`src/hdl/fndf_pkg.sv`:
```
// Shared types and constants of the four-neighbour deglitch filter.
// Used by the column cells, the judge unit and the top level; depends on nothing.
package fndf_pkg;

    // Default frame limits, handed to the top-level parameters.
    localparam int FNDF_MAX_WIDTH  = 1024;
    localparam int FNDF_MAX_HEIGHT = 1024;

    // Configuration port geometry.
    localparam int CFG_W     = 11;
    localparam int CFG_IDX_W = 2;

    // Register indexes.
    localparam logic [CFG_IDX_W-1:0] REG_IMAGE_WIDTH  = 2'd0;
    localparam logic [CFG_IDX_W-1:0] REG_IMAGE_HEIGHT = 2'd1;
    localparam logic [CFG_IDX_W-1:0] REG_TOLERANCE    = 2'd2;

    // Register values after reset.
    localparam logic [CFG_W-1:0] RST_IMAGE_WIDTH  = 11'd1024;
    localparam logic [CFG_W-1:0] RST_IMAGE_HEIGHT = 11'd1024;
    localparam logic [7:0]       RST_TOLERANCE    = 8'd1;

    typedef logic [7:0] t_pix;

    // One column of the window: two rows above the newest row, the row above, the newest row.
    typedef struct packed {
        t_pix up;
        t_pix mid;
        t_pix low;
    } t_col;

    // Line store word: the row above and the row two above, for one column.
    typedef struct packed {
        t_pix centre;
        t_pix above;
    } t_pair;

    // Position flags of the column held in the judge stage.
    typedef struct packed {
        logic row_ge1;
        logic row_ge2;
        logic row_last;
        logic col_ge1;
        logic col_ge2;
        logic col_last;
    } t_pos;

    // One result beat.
    typedef struct packed {
        t_pix pixel;
        logic replaced;
        logic last;
    } t_res;

endpackage

```
`src/hdl/fndf_cell.sv`:
```
// One column cell of the sliding window: holds three vertically adjacent pixels.
// Depends on fndf_pkg for the column type.
module fndf_cell (
    input  logic           i_clk,
    input  logic           i_shift,
    input  fndf_pkg::t_col i_col,
    output fndf_pkg::t_col o_col
);
    import fndf_pkg::*;

    t_col r_col;

    // The cell takes the column of the cell before it in the chain on every accepted beat.
    always_ff @(posedge i_clk) begin
        if (i_shift) begin
            r_col <= i_col;
        end
    end

    assign o_col = r_col;

endmodule

```
`config.mk`:
```
export PLATFORM = sky130hd
export DESIGN_NAME = fndf_cell
export DESIGN_NICKNAME = d
export VERILOG_FILES = /design/src/hdl/fndf_pkg.sv /design/src/hdl/fndf_cell.sv
export SDC_FILE = /design/constraint.sdc
export NUM_CORES = 1
export LEC_CHECK = 0
export ABC_AREA = 0
export BUFFER_PORTS_ARGS = -buffer_cell sky130_fd_sc_hd__buf_2
export CORE_ASPECT_RATIO = 1.75
export CORE_UTILIZATION = 30
export DETAILED_ROUTE_END_ITERATION = 8
export SYNTH_ARGS = -nofsm -noshare
export SYNTH_HDL_FRONTEND = slang
export SYNTH_SLANG_ARGS = --single-unit
```
`constraint.sdc`:
```
create_clock -name i_clk -period 0.8 [get_ports i_clk]
set_input_delay 0.12 -clock i_clk [delete_from_list [all_inputs] [get_ports i_clk]]
set_output_delay 0.12 -clock i_clk [all_outputs]
set_load 0.005 [all_outputs]
```
==> impl_metrics.toml <==
[clock_network]
clkTransAtPathRegs_ns = 0.07
cts.sinks = 24
cts.path.max_buffers = 2
numCtsBuffers = 3
cts_max_level = 1
cts_hold_buf = 0
cts-root-buf = "clkbuf_8"
cts_tree = "done"

[setup_path]
critPathRequiredTime_ns = 0.68
startpoint_type = "flip-flop"
worst_setup_path_end_kind = "output port"
cp_num_buf_inv = 1
worstPathCellList = "buf_2"
worstPathArrival_ns = 0.76
path_class = "reg2out"
crit_path_max_incr_delay_ns = 0.37
path_delay_family = "flip-flops"
worstPathMaxFanout = 1
critPathSlowestCell = "edfxtp_1"

[synth]
yosysSeqAreaShare = 1.000
ys_seq_elements = 24
post_synth.cell_area_avg_um2 = 30.03
netlist_instances = 24
synth.distinct_cells = 1
syn_nets = 50
synthDominantCellAreaShare = 1.000
yosysWarnings = 0
yosys-top-cells-area = "edfxtp_1"
syn_area_um2 = 720.7
yosysTopAreaCell = "edfxtp_1"

[floorplan]
start_util = 0.3170
fp.dieArea_mm2 = 0.002610
pin_count = 50
die_w_um = 39.05
die_y_um = 66.84
rows = 23
core_mm2 = 0.002273

[sta]
fin_hold_ws_ns = 0.03801
period_needed_ns = 0.8795
slew_viol_final = 0
rsz0062_at_grt = "yes"
setup_viol = 24
setup_tns_ns = -1.434
final.setup.worst_slack_ns = -0.07954
period_share = 1.099
slew_headroom = 0.9323
finalHoldViolations = 0
fmax_ghz = 1.137
tightest_slew_ns = 0.1022

[routing]
routed_wl_um = 1079
drt_first_pass_iters = 2
ant_nets = 0
vias_per_cell = 4.087
vias = 421
drc = 0
avgRoutedWirePerCell_um = 10.48
drt_iter0_markers = 2

[power_and_ir_drop]
power_density_mw_per_mm2 = 2193
p_leak_nw = 0.4680
power_mw = 2.365
vdd_drop_max_uv = 1126

[cells_and_area]
multi_input_area_um2 = 0
fill_cells = 207
nets = 106
antenna_cells = 0
multi_input_cells = 0
drive_gt1_frac = 0.6923
largest_reg_flops = 24
layout.cells.non_filler = 103
syn_to_final_growth_pct = 49.65

[job]
maxCapViolations = 0

[placed_design]
io_buffer_count = 49
gp_congestion = 0.6590
dp_cells = 100

[global_routing]
grt_usage = 0.09396
grt_pass1_vias = 383
grt_pass1_wl_um = 1614
grt_max_degree = 14
grt_antenna_before_repair = 0
grt_remaining_overflow = 0

[run_status]
status = "finished with violations"
failed_checks = "setup timing"

[hold_path]
hold_path.class = "in2reg"
[layout by cell type (no fill, tap or decap)]
| cell | synthesis | layout |
|---|---|---|
| buf_12 | 0 | 2 |
| buf_2 | 0 | 49 |
| clkbuf_8 | 0 | 3 |
| edfxtp_1 | 24 | 24 |
[timing repair]
| item | 4_1_cts | 5_1_grt |
|---|---|---|
| setup buffers | 0 | 0 |
| setup endpoints to repair | 24 | 24 |
| gates resized for setup | 0 | 0 |
[Yosys cell counts]
| library cell | instances |
|---|---|
| edfxtp_1 | 24 |
[path summary, 6_finish.rpt]
kind | endpoint | start | slack [ns] | cells past startpoint
min | o_col[20] | i_col[20] | 0.04 | 1
max | o_col[16] | o_col[16] | -0.08 | 1
[per-layer routing]
layer / GRT usage / part of all wire / vias up
met4: 0.06466 / 0.0083 / 0
met3: 0.03333 / 0.14 / 2
met5: 0 / 0 / -
li1: - / - / 205
met1: 0.1199 / 0.39 / 179
met2: 0.1292 / 0.46 / 35
[layout make-up]
class                 count  area, um2  area share
Sequential cell          24      720.7      0.6682
Timing Repair Buffer     51      285.3      0.2645
Clock buffer              3      41.29     0.03828
Tap cell                 25      31.28     0.02900
[metrics by stage]
step / setup slack, ns / instance area [um2] / util
2_1_floorplan: 0.3247 / 720.7 / -
3_3_place_gp: 0.1035 / 1037 / 0.4562
3_5_place_dp: 0.1002 / 1037 / 0.4562
4_1_cts: -0.08933 / 1079 / 0.4744
5_1_grt: -0.1266 / 1079 / 0.4744
6_report: -0.07954 / 1079 / 0.4744
[logic make-up (layout without fill, tap and decap cells)]
family   count (synthesis)  count (layout)  share of synthesized area
buf+inv                  0              54                          0
flops                   24              24                      1.000
[report_power, final]
group	internal (mW)	switching, mW
clock	0.335	0.314
combinational	0.121	0.0836
sequential	1.49	0.0193
(Power assumes the default switching activity.)
