===== src/hdl/fndf_pkg.sv =====
// Shared types and constants of the four-neighbour deglitch filter.
// Used by the column cells, the judge unit and the top level; depends on nothing.
package fndf_pkg;

    // Default frame limits, handed to the top-level parameters.
    localparam int FNDF_MAX_WIDTH  = 1024;
    localparam int FNDF_MAX_HEIGHT = 1024;

    // Configuration port geometry.
    localparam int CFG_W     = 11;
    localparam int CFG_IDX_W = 2;

    // Register indexes.
    localparam logic [CFG_IDX_W-1:0] REG_IMAGE_WIDTH  = 2'd0;
    localparam logic [CFG_IDX_W-1:0] REG_IMAGE_HEIGHT = 2'd1;
    localparam logic [CFG_IDX_W-1:0] REG_TOLERANCE    = 2'd2;

    // Register values after reset.
    localparam logic [CFG_W-1:0] RST_IMAGE_WIDTH  = 11'd1024;
    localparam logic [CFG_W-1:0] RST_IMAGE_HEIGHT = 11'd1024;
    localparam logic [7:0]       RST_TOLERANCE    = 8'd1;

    typedef logic [7:0] t_pix;

    // One column of the window: two rows above the newest row, the row above, the newest row.
    typedef struct packed {
        t_pix up;
        t_pix mid;
        t_pix low;
    } t_col;

    // Line store word: the row above and the row two above, for one column.
    typedef struct packed {
        t_pix centre;
        t_pix above;
    } t_pair;

    // Position flags of the column held in the judge stage.
    typedef struct packed {
        logic row_ge1;
        logic row_ge2;
        logic row_last;
        logic col_ge1;
        logic col_ge2;
        logic col_last;
    } t_pos;

    // One result beat.
    typedef struct packed {
        t_pix pixel;
        logic replaced;
        logic last;
    } t_res;

endpackage


===== src/hdl/fndf_judge.sv =====
// Glitch decision for one pixel against up to four neighbours, with rounded average.
// Depends on fndf_pkg for the pixel type.
module fndf_judge (
    input  fndf_pkg::t_pix  i_self,
    input  logic [3:0][7:0] i_nb,
    input  logic [3:0]      i_nb_en,
    input  fndf_pkg::t_pix  i_tol,
    output fndf_pkg::t_pix  o_pixel,
    output logic            o_replaced
);
    import fndf_pkg::*;

    // 683 / 2048 is close enough to one third for every dividend below 2048.
    localparam logic [9:0] RECIP3 = 10'd683;

    logic [9:0] sum;
    logic [2:0] cnt;
    logic       near;
    t_pix       diff;
    logic       glitch;

    // Average rounded half up, (2*sum + n) / (2*n), for one to four neighbours.
    function automatic t_pix avg_half_up(input logic [9:0] s, input logic [2:0] n);
        logic [9:0]  s1;
        logic [9:0]  s2;
        logic [19:0] prod;
        t_pix        q;
        s1   = s + 10'd1;
        s2   = s + 10'd2;
        prod = 20'(s1) * 20'(RECIP3);
        unique case (n)
            3'd1:    q = s[7:0];
            3'd2:    q = s1[8:1];
            3'd3:    q = prod[18:11];
            3'd4:    q = s2[9:2];
            default: q = s[7:0];
        endcase
        return q;
    endfunction

    // Sum, count and closeness test over the neighbours that lie inside the frame.
    always_comb begin
        sum  = '0;
        cnt  = '0;
        near = 1'b0;
        diff = '0;
        for (int k = 0; k < 4; k++) begin
            diff = (i_self > i_nb[k]) ? (i_self - i_nb[k]) : (i_nb[k] - i_self);
            if (i_nb_en[k]) begin
                sum = sum + 10'(i_nb[k]);
                cnt = cnt + 3'd1;
                if (diff <= i_tol) begin
                    near = 1'b1;
                end
            end
        end
    end

    assign glitch     = (cnt != '0) && !near;
    assign o_replaced = glitch;
    assign o_pixel    = glitch ? avg_half_up(sum, cnt) : i_self;

endmodule


===== config.mk =====
export PLATFORM = sky130hd
export DESIGN_NAME = fndf_judge
export DESIGN_NICKNAME = d
export VERILOG_FILES = /design/src/hdl/fndf_pkg.sv /design/src/hdl/fndf_judge.sv
export SDC_FILE = /design/constraint.sdc
export NUM_CORES = 1
export LEC_CHECK = 0
export BUFFER_PORTS_ARGS = -buffer_cell sky130_fd_sc_hd__buf_2
export CORE_MARGIN = 10
export CORE_UTILIZATION = 60
export DETAILED_ROUTE_END_ITERATION = 16
export PLACE_DENSITY = 0.82
export SLEW_MARGIN = 20
export SYNTH_ARGS = -nofsm -noshare
export SYNTH_HDL_FRONTEND = slang
export SYNTH_SLANG_ARGS = --single-unit

===== constraint.sdc =====
create_clock -name vclk -period 16.64
set_input_delay 3.328 -clock vclk [all_inputs]
set_output_delay 3.328 -clock vclk [all_outputs]
set_load 0.02 [all_outputs]

==> out/metrics.cfg <==
[logic_synthesis]
synth_cell_types = 81
postSynthCellCount = 886
synthTopCellsByArea = ha_1, fa_1, inv_1
synth.avg_cell_area_um2 = 7.955
yosys_warnings = 0
synth_nets = 1149
synth_area_um2 = 7048
synth_top_area_frac = 0.3178
yosysTopAreaCell = ha_1
yosysSeqAreaShare = 0

[die]
die_width_um = 128.4
dieArea_um2 = 16480
start_util = 0.6146
core_um2 = 11470
dieHeight_um = 128.4
ios = 61
num_rows = 39

[power]
ir_drop_v = 0.0004336
power_leakage_nw = 3.905
power_density_nw_per_um2 = 213.7

[finish]
seq_cells = 0
ff_latch_area_um2 = 0
nets = 1207
n_clock_buffer = 0
syn_to_final_growth_pct = 8.042
drive_gt1_frac = 0.1316
design_area_um2 = 7615
diodes = 0

[routing]
routed_via_density = 6.283
wl_per_cell_um = 18.99
ant_nets = 0
first_pass_iters = 5
vias = 6817
drcViolationCount = 0
drt-initial-drc-count = 575
drt_wl_total_mm = 20.61

[place]
dp_hpwl_mm = 17.40
gp_congestion = 1.045
dp_worst_setup_slack_ns = -0.1057
dpl_cell_area_um2 = 7518
io_buffers = 61

[sta]
drv_slew = 0
finalCritPeriodShare = 0.9671
timing.hold.ws_ns = 7.161
worst_pin_slew_ns = 0.8713
setup_viol = 0
fmax_ghz = 0.06214
period_needed_ns = 16.09
hold_violations = 0
setup_slack_ns = 0.5474
max_slew_margin = 0.4128

[critical_path]
critical_path_class = input pin to output pin
crit_top_cell = ha_1
arrival_ns = 12.76
crit_fanout = 6
end_kind = output pin
required_ns = 13.31
cpPeakStageDelay_ns = 0.55
worst_setup_path_start_kind = input pin
cp_slowest_cell = or4_1

[flow_run]
maxCapViolations = 0

[global_routing]
grt_overflow = 0
grt_max_degree = 22
grt_pass1_wl_mm = 33.18
antenna_found_initial = 0
grt_pass1_vias = 6656
grt_usage = 0.2418

[clock_tree]
holdBufCountCts = 0

[min_path]
hold_path_class = input pin to output pin

[status]
outcome = finished, final reports clean

stage by stage:
stage          std cells    util  setup TNS, ns  power [mW]
2_1_floorplan        886       -              0       1.132
3_3_place_gp        1081  0.6556              0       1.448
3_5_place_dp        1081  0.6556        -0.1057       1.497
4_1_cts             1081  0.6562              0       1.534
5_1_grt             1085  0.6640        -0.2213       1.839
6_report            1085  0.6640              0       1.627
repair_timing:
action	CTS	global route
pin swaps	0	5
gates resized for setup	1	20
setup buffers	0	4
cloned	0	0
endpoints found under the setup margin	1	8
metal layers:
metal | track usage | up-vias | routed length [µm]
met5 | 0 | - | 0
met4 | 0.04238 | 0 | 295
met3 | 0.05873 | 24 | 2207
met2 | 0.3847 | 288 | 9176
met1 | 0.3274 | 3192 | 8925
li1 | - | 3313 | -
cell families (layout without fill, tap and decap cells):
logic type / Yosys count / after routing / share of synthesized area
compound gates: 245 / 245 / 0.2377
xor+xnor: 56 / 56 / 0.07154
fa+ha+maj: 211 / 211 / 0.4087
buf+inv: 139 / 195 / 0.07634
mux: 35 / 35 / 0.05255
simple gates: 200 / 200 / 0.1532
Yosys cell counts, types with 6 or more instances:
master / instances
and3_1: 11
inv_1: 119
nand3_1: 19
a221oi_1: 6
a211oi_1: 12
mux2i_1: 19
ha_1: 179
nand2b_1: 18
nand4_1: 15
o211ai_1: 8
fa_1: 32
a21oi_1: 61
nand2_1: 39
clkbuf_1: 11
xor2_1: 15
mux2_2: 16
o21ai_0: 47
nor4_1: 6
xnor2_1: 40
o21bai_1: 10
nor2b_1: 18
a21o_1: 18
nor2_1: 42
o21a_1: 10
a31oi_1: 12
final cells by class:
class | instances | area (µm²)
inverters | 121 | 456.7
repair buffers | 74 | 402.9
fillers | 1026 | 3852
well taps | 143 | 178.9
multi-input cells | 747 | 6576
layout by cell type (no fill, tap or decap), types with 17 or more instances in the layout:
master / count
nor2b_1: 17
nand2b_1: 18
nand2_1: 39
ha_1: 178
a21o_1: 18
xnor2_1: 39
nor2_1: 41
o21ai_0: 42
inv_1: 118
a21oi_1: 60
fa_1: 31
nand3_1: 19
mux2i_1: 19
buf_2: 61
critical path: cells and delay by family:
family | cells | cell delay [ns]
adder cells (fa/ha/maj) | 9 | 3.45
AO/OA/AOI/OAI | 16 | 2.88
XOR/XNOR | 2 | 0.27
AND/OR/NAND/NOR | 8 | 2.02
buffers and inverters | 9 | 0.81
worst paths after layout:
path | startpoint | end | cells after the start
worst max-delay path | i_nb_en[0] | o_pixel[7] | 44
worst min-delay path | i_self[6] | o_pixel[6] | 4
where the power goes:
group	internal, mW	total (mW)	switching [mW]
sequential	0	0	0
clock	0	0	0
combinational	0.726	1.63	0.902
total	0.726	1.63	0.902
No activity file was read; power rests on OpenSTA's default activity.
